==> src/rtl/bcsp_pkg.sv <==
// Shared types and constants of the boot command stream parser.
`default_nettype none
package bcsp_pkg;

	localparam int unsigned HdrLen    = 16;
	localparam int unsigned IdxW      = 4;
	localparam int unsigned SkipW     = 33;
	localparam logic [7:0]  SUM_SEED  = 8'd90;

	// Opcodes found in header byte 1
	localparam logic [7:0] OP_LOAD = 8'h02;
	localparam logic [7:0] OP_FILL = 8'h03;
	localparam logic [7:0] OP_JUMP = 8'h04;
	localparam logic [7:0] OP_CALL = 8'h05;

	// Command kinds reported per record
	localparam logic [2:0] KIND_LOAD    = 3'd0;
	localparam logic [2:0] KIND_FILL    = 3'd1;
	localparam logic [2:0] KIND_CALL    = 3'd2;
	localparam logic [2:0] KIND_JUMP    = 3'd3;
	localparam logic [2:0] KIND_UNKNOWN = 3'd4;

	// One decoded command record
	typedef struct packed {
		logic [2:0]  command_kind;
		logic [7:0]  raw_opcode;
		logic [31:0] target_address;
		logic [31:0] middle_word;
		logic [31:0] last_word;
		logic        checksum_ok;
	} rec_t;

endpackage
`default_nettype wire

==> src/rtl/bcsp_parse.sv <==
// Input register, header collection, checksum, opcode decode and payload skip.
`default_nettype none
module bcsp_parse
	import bcsp_pkg::*;
(
	input  wire logic       clk,
	input  wire logic       arst_n,
	input  wire logic       s_tvalid,
	output logic            s_tready,
	input  wire logic [7:0] s_tdata,
	input  wire logic       s_tlast,
	output logic            rec_valid,
	input  wire logic       rec_ready,
	output rec_t            rec
);

	logic                 valid_s1;
	logic [7:0]           byte_s1;
	logic                 last_s1;

	logic [7:0]           hdr_q [HdrLen];
	logic [IdxW-1:0]      idx_q;
	logic [7:0]           sum_q;
	logic [SkipW-1:0]     skip_q;
	logic                 stopped_q;

	logic                 collect;
	logic                 produce;
	logic                 advance;
	logic [7:0]           sum_next;
	logic [31:0]          mid_word;
	logic [SkipW-1:0]     load_skip;

	// Classify the byte held in the input register
	assign collect  = valid_s1 && !stopped_q && (skip_q == '0);
	assign produce  = collect && (idx_q == IdxW'(HdrLen - 1));
	assign advance  = valid_s1 && (!produce || rec_ready);
	assign s_tready = !valid_s1 || advance;
	assign rec_valid = produce;

	assign sum_next  = sum_q + byte_s1;
	assign mid_word  = {hdr_q[11], hdr_q[10], hdr_q[9], hdr_q[8]};
	assign load_skip = ({1'b0, mid_word} + SkipW'(15)) & ~SkipW'(15);

	// Assemble the record from the stored bytes plus the final byte
	always_comb begin
		rec.raw_opcode     = hdr_q[1];
		rec.target_address = {hdr_q[7], hdr_q[6], hdr_q[5], hdr_q[4]};
		rec.middle_word    = mid_word;
		rec.last_word      = {byte_s1, hdr_q[14], hdr_q[13], hdr_q[12]};
		rec.checksum_ok    = (sum_next == hdr_q[0]);
		case (hdr_q[1])
			OP_LOAD: rec.command_kind = KIND_LOAD;
			OP_FILL: rec.command_kind = KIND_FILL;
			OP_CALL: rec.command_kind = KIND_CALL;
			OP_JUMP: rec.command_kind = KIND_JUMP;
			default: rec.command_kind = KIND_UNKNOWN;
		endcase
	end

	// Input register: take a new transaction whenever the stage is free
	always_ff @(posedge clk or negedge arst_n) begin
		if (!arst_n) begin
			valid_s1 <= 1'b0;
		end else if (s_tready) begin
			valid_s1 <= s_tvalid;
		end
	end

	always_ff @(posedge clk) begin
		if (s_tready && s_tvalid) begin
			byte_s1 <= s_tdata;
			last_s1 <= s_tlast;
		end
	end

	// Header byte store
	always_ff @(posedge clk) begin
		if (advance && collect) begin
			hdr_q[idx_q] <= byte_s1;
		end
	end

	// Parser state: index, running sum, skip count, stop flag
	always_ff @(posedge clk or negedge arst_n) begin
		if (!arst_n) begin
			idx_q     <= '0;
			sum_q     <= SUM_SEED;
			skip_q    <= '0;
			stopped_q <= 1'b0;
		end else if (advance) begin
			if (last_s1) begin
				idx_q     <= '0;
				sum_q     <= SUM_SEED;
				skip_q    <= '0;
				stopped_q <= 1'b0;
			end else if (stopped_q) begin
				stopped_q <= 1'b1;
			end else if (skip_q != '0) begin
				skip_q <= skip_q - SkipW'(1);
			end else if (produce) begin
				idx_q <= '0;
				sum_q <= SUM_SEED;
				if (rec.command_kind == KIND_LOAD) begin
					skip_q <= load_skip;
				end
				if (rec.command_kind == KIND_UNKNOWN) begin
					stopped_q <= 1'b1;
				end
			end else begin
				idx_q <= idx_q + IdxW'(1);
				if (idx_q != '0) begin
					sum_q <= sum_next;
				end
			end
		end
	end

endmodule
`default_nettype wire

==> src/rtl/bcsp_out.sv <==
// Output register that holds one record until the downstream side takes it.
`default_nettype none
module bcsp_out
	import bcsp_pkg::*;
(
	input  wire logic clk,
	input  wire logic arst_n,
	input  wire logic rec_valid,
	output logic      rec_ready,
	input  wire rec_t rec,
	output logic      m_tvalid,
	input  wire logic m_tready,
	output rec_t      m_rec
);

	logic valid_q;
	rec_t rec_q;

	// Free when empty or being drained this cycle
	assign rec_ready = !valid_q || m_tready;
	assign m_tvalid  = valid_q;
	assign m_rec     = rec_q;

	always_ff @(posedge clk or negedge arst_n) begin
		if (!arst_n) begin
			valid_q <= 1'b0;
		end else if (rec_ready) begin
			valid_q <= rec_valid;
		end
	end

	always_ff @(posedge clk) begin
		if (rec_ready && rec_valid) begin
			rec_q <= rec;
		end
	end

endmodule
`default_nettype wire

==> src/rtl/boot_command_stream_parser.sv <==
// Top level of the boot command stream parser.
// Takes one section byte per transaction and emits one record per completed
// 16-byte command header (load, fill, call, jump, or unknown opcode, with a
// header checksum flag). Each byte passes an input register, then the
// index/sum/skip update and opcode decode, then an output register, so a
// byte may enter every cycle unless a waiting record holds it back, and a
// record is registered from its last header byte in the input register. A
// record still waiting in the output register holds back only the byte that
// completes the next header. Load payloads (length rounded up to 16) are
// consumed silently; after an unknown opcode the rest of the section is
// dropped. tlast on the input ends a section and returns the parser to idle.
`default_nettype none
module boot_command_stream_parser
	import bcsp_pkg::*;
(
	input  wire logic         clk,
	input  wire logic         arst_n,
	input  wire logic         s_tvalid,
	output logic              s_tready,
	input  wire logic [7:0]   s_tdata,   // [7:0] data_byte
	input  wire logic         s_tlast,   // last_in_section
	output logic              m_tvalid,
	input  wire logic         m_tready,
	output logic [111:0]      m_tdata,   // [7:0] raw_opcode, [39:8] target_address,
	                                     // [71:40] middle_word, [103:72] last_word,
	                                     // [104] checksum_ok, rest zero
	output logic [2:0]        m_tuser    // [2:0] command_kind
);

	logic rec_valid;
	logic rec_ready;
	rec_t rec;
	rec_t m_rec;

	bcsp_parse u_parse (
		.clk       (clk),
		.arst_n    (arst_n),
		.s_tvalid  (s_tvalid),
		.s_tready  (s_tready),
		.s_tdata   (s_tdata),
		.s_tlast   (s_tlast),
		.rec_valid (rec_valid),
		.rec_ready (rec_ready),
		.rec       (rec)
	);

	bcsp_out u_out (
		.clk       (clk),
		.arst_n    (arst_n),
		.rec_valid (rec_valid),
		.rec_ready (rec_ready),
		.rec       (rec),
		.m_tvalid  (m_tvalid),
		.m_tready  (m_tready),
		.m_rec     (m_rec)
	);

	// Pack the record onto the stream
	assign m_tdata = {7'd0, m_rec.checksum_ok, m_rec.last_word, m_rec.middle_word,
		m_rec.target_address, m_rec.raw_opcode};
	assign m_tuser = m_rec.command_kind;

endmodule
`default_nettype wire

==> config.mk <==
export PLATFORM = sky130hd
export DESIGN_NAME = boot_command_stream_parser
export DESIGN_NICKNAME = d
export VERILOG_FILES = /design/src/rtl/bcsp_pkg.sv /design/src/rtl/bcsp_parse.sv /design/src/rtl/bcsp_out.sv /design/src/rtl/boot_command_stream_parser.sv
export SDC_FILE = /design/constraint.sdc
export NUM_CORES = 1
export LEC_CHECK = 0
export BUFFER_PORTS_ARGS = -buffer_cell sky130_fd_sc_hd__buf_2
export CAP_MARGIN = 10
export CORE_MARGIN = 2
export CORE_UTILIZATION = 60
export DETAILED_ROUTE_END_ITERATION = 10
export PLACE_DENSITY = 0.89
export SYNTH_ARGS = -nofsm -noshare
export SYNTH_HDL_FRONTEND = slang
export SYNTH_SLANG_ARGS = --single-unit
==> constraint.sdc <==
create_clock -name clk -period 16.05 [get_ports clk]
set_clock_uncertainty 0.15 [all_clocks]
set_input_delay 0.8025 -clock clk [delete_from_list [all_inputs] [get_ports clk]]
set_output_delay 0.8025 -clock clk [all_outputs]
set_load 0.005 [all_outputs]
==> flow_metrics.env <==
export IMPL_ffs_latches_synth=269
export IMPL_synth_seq_area_share_pct=70.7
export IMPL_drt_pre_antenna_iters=6
export IMPL_grt_overflow_total=0
export IMPL_switching_power_mw=0.642
export IMPL_drc_errors=0
export IMPL_maxCapViolations=0
export IMPL_grt_pass1_wl_um=40800
export IMPL_min_period_over_period_pct=28.0
export IMPL_max_clock_freq_ghz=0.222
export IMPL_maxSlewViolCount=0
export IMPL_fp_dieH_um=140
export IMPL_antenna_violating_nets_post_route=0
export IMPL_rsz0062_at_grt="no"
export IMPL_layout_area_overhead_vs_synth_pct=14.1
export IMPL_die_w_um=140
export IMPL_leakage_power_of_the_design_nw=4.55
export IMPL_arr_time_crit_path_ps=4490
export IMPL_min_tclk_post_route_ps=4500
export IMPL_postSynthCellCount=761
export IMPL_finalWeightedCongestion=0.934
export IMPL_hold_worst_slack_ps=240
export IMPL_placement_rows=49
export IMPL_tritoncts_buffer_count=26
export IMPL_dr_total_vias=7582
export IMPL_path_max_fanout=89
export IMPL_post_route_cell_area_um2=12700
export IMPL_share_clk_of_total_power_pct=29.4
export IMPL_finalNonFillerCells=1135
export IMPL_netlist_area_um2=11100
export IMPL_drive_above_1_share_pct=20.6
export IMPL_source_to_sink_clock_delay_at_the_later_pin_of_the_worst_skew_pair_ps=530
export IMPL_pwr_share_comb_pct=26.7
export IMPL_dp_cells=1087
export IMPL_postSynth_asyncResetShare_pct=17.8
export IMPL_synth_cell_type_count=69
export IMPL_placed_area_um2=11900
export IMPL_buffer_ports_inserted=122
export IMPL_p_int_mw=1.30
export IMPL_initial_utilization_pct=61.6
export IMPL_power_density_cell_area_nw_per_um2=154
export IMPL_grt_pass1_vias=7087
export IMPL_power_switching_fraction_pct=33.0
export IMPL_timing_critical_path_from_type="flip-flop"
export IMPL_slew_headroom_pct=15.5
export IMPL_tritoncts_clock_tree="yes"
export IMPL_synth_edff_count=221
export IMPL_route_detailed_vias_per_inst=6.68
export IMPL_path_clk_slew_ps=70
export IMPL_synthesis_area_per_instance_um2=14.6
export IMPL_final_common_cell="sky130_fd_sc_hd__edfxtp_1"
export IMPL_floorplan_io_pins=130
export IMPL_fp_coreArea_um2=18000
export IMPL_fin_setup_tns_ps=0
export IMPL_pwr_share_seq_pct=43.9
export IMPL_final_setup_viol_count=0
export IMPL_cts_path_max_buffers=3
export IMPL_post_cts_resize_count=0
export IMPL_run_status="finished clean"
export IMPL_maximum_number_of_pins_on_one_net_before_global_route_repair=90
export IMPL_cts_htree_levels=1
export IMPL_hold_path_class="input port to asynchronous set/reset pin"
export IMPL_avgRoutedWirePerCell_um=23.5
export IMPL_critPathKind="flip-flop to flip-flop"
export IMPL_final_cell_mix="sky130_fd_sc_hd__edfxtp_1, sky130_fd_sc_hd__buf_2, sky130_fd_sc_hd__dfrtp_1, sky130_fd_sc_hd__nor2_1, sky130_fd_sc_hd__o21ai_0"
export IMPL_groute_usage_overall_pct=26.8
export IMPL_nNetsFinal=912
export IMPL_dp_hpwl_um=16900
export IMPL_routed_wirelength_um=26700
export IMPL_buffer_type_at_the_clock_tree_root="sky130_fd_sc_hd__clkbuf_16"
export IMPL_cts_setup_buffers=0
export IMPL_synth_warning_count=0
export IMPL_grt_antenna_before_repair=0
export IMPL_yosys_most_used_dff="sky130_fd_sc_hd__edfxtp_1"
export IMPL_clock_sink_count=269
export IMPL_max_vdd_ir_drop_mv=0.119
export IMPL_critical_path_endpoint_type="flip-flop"
export IMPL_worstPathRequired_ps=16040
export IMPL_num_antenna_cells=0
export IMPL_timing_hold_violations_final=0
export IMPL_actual_slew_at_the_worst_max_slew_pin_ps=1270
export IMPL_post_cts_hold_buffer_count=0
export IMPL_die_area_um2=19600
export IMPL_detailedRoute_firstIterationViolations=1177
[metrics by stage]
step / setup slack, ps / power [mW] / utilization, %
3_3_place_gp: 11810 / 1.34 / 65.8
2_1_floorplan: 8890 / 1.24 / -
5_1_grt: 11280 / 2.02 / 70.2
4_1_cts: 11620 / 1.92 / 70.2
6_report: 11550 / 1.95 / 70.2
3_5_place_dp: 11660 / 1.36 / 65.8
[registers in the layout, indices dropped and copies added (netlist names)]
register           count
u_parse.hdr_q        104
m_tdata               56
u_out.m_rec           52
u_parse.skip_q        33
u_parse.byte_s1        8
u_parse.sum_q          8
u_parse.idx_q          4
u_out.m_tvalid         1
u_parse.last_s1        1
u_parse.stopped_q      1
u_parse.valid_s1       1
[worst paths after layout]
path,from,endpoint,slack (ps),cells past startpoint
hold reg to reg,u_parse.hdr_q[5][5]$_DFFE_PP_,m_tdata[21]$_DFFE_PP_,270,0
setup / recovery,u_parse.skip_q[0]$_DFFE_PN0P_,u_out.m_rec[39]$_DFFE_PP_,11550,8
min in group clk,u_parse.hdr_q[5][5]$_DFFE_PP_,m_tdata[21]$_DFFE_PP_,270,0
setup reg to reg,u_parse.skip_q[0]$_DFFE_PN0P_,u_out.m_rec[39]$_DFFE_PP_,11550,8
hold / removal,arst_n,u_parse.sum_q[7]$_DFFE_PN0P_,240,2
max in group asynchronous,arst_n,u_parse.idx_q[1]$_DFFE_PN0P_,15060,2
[logic make-up after synthesis]
group	after synthesis	share of synthesized area, %
AOI/OAI and AO/OA	157	10.2
other	1	0.0338
adders and majority gates	13	1.53
buffers and inverters	51	2.32
DFF	269	70.7
and+or+nand+nor	226	11.7
xor gates and xnor gates	41	3.24
muxes	3	0.271
[synthesized netlist by cell type, types with 6 or more instances]
master	number	area, um^2
sky130_fd_sc_hd__clkbuf_1	18	67.6
sky130_fd_sc_hd__o2bb2ai_1	9	78.8
sky130_fd_sc_hd__a21oi_1	22	110
sky130_fd_sc_hd__and2_1	13	81.3
sky130_fd_sc_hd__buf_4	8	60.1
sky130_fd_sc_hd__xor2_1	16	140
sky130_fd_sc_hd__o41ai_1	6	52.6
sky130_fd_sc_hd__nor2_1	33	124
sky130_fd_sc_hd__or3_1	11	68.8
sky130_fd_sc_hd__ha_1	12	150
sky130_fd_sc_hd__o31ai_1	11	82.6
sky130_fd_sc_hd__nand4_1	13	81.3
sky130_fd_sc_hd__edfxtp_1	221	6640
sky130_fd_sc_hd__or2_2	6	37.5
sky130_fd_sc_hd__nand3_1	28	140
sky130_fd_sc_hd__xnor2_1	25	219
sky130_fd_sc_hd__and3_1	8	50.1
sky130_fd_sc_hd__dfrtp_1	44	1100
sky130_fd_sc_hd__inv_1	15	56.3
sky130_fd_sc_hd__o21ai_0	31	155
sky130_fd_sc_hd__nand2_1	29	109
sky130_fd_sc_hd__nor4_1	21	131
sky130_fd_sc_hd__or4_1	12	90.1
sky130_fd_sc_hd__nor3_1	20	100
sky130_fd_sc_hd__o211ai_1	16	120
sky130_fd_sc_hd__a22o_1	12	105
sky130_fd_sc_hd__nand2b_1	6	37.5
[cell type report]
| type | count | area [um^2] |
|---|---|---|
| Sequential cell | 269 | 7840 |
| Clock inverter | 17 | 105 |
| Timing Repair Buffer | 127 | 648 |
| Fill cell | 1104 | 5360 |
| Tap cell | 229 | 287 |
| Inverter | 15 | 56.3 |
| Clock buffer | 31 | 691 |
| Multi-Input combinational cell | 447 | 3030 |
[worst max-delay path: stages (launching register included)]
cell,delay [ps]
sky130_fd_sc_hd__dfrtp_1,410
sky130_fd_sc_hd__inv_1,70
sky130_fd_sc_hd__ha_1,190
sky130_fd_sc_hd__nor4b_1,480
sky130_fd_sc_hd__nand4_2,440
sky130_fd_sc_hd__nor3_1,550
sky130_fd_sc_hd__nand3_1,240
sky130_fd_sc_hd__nor2_4,550
sky130_fd_sc_hd__buf_4,910
[metal layers]
layer  vias to the layer above  GRT usage, %  share of wire, %
met4                         0          10.8               4.9
li1                       3227             -                 -
met3                       132          5.30                12
met1                      3614          36.7                36
met5                         -             0                 0
met2                       609          43.0                47
[power groups by stage]
stage,clock network (mW),registers [mW],logic [mW]
finish,0.572,0.855,0.519
global route,0.601,0.860,0.554
CTS,0.572,0.852,0.498
detailed placement,0,0.866,0.492
global placement,0,0.860,0.476
floorplan,0,0.847,0.394
(Power assumes the default switching activity.)
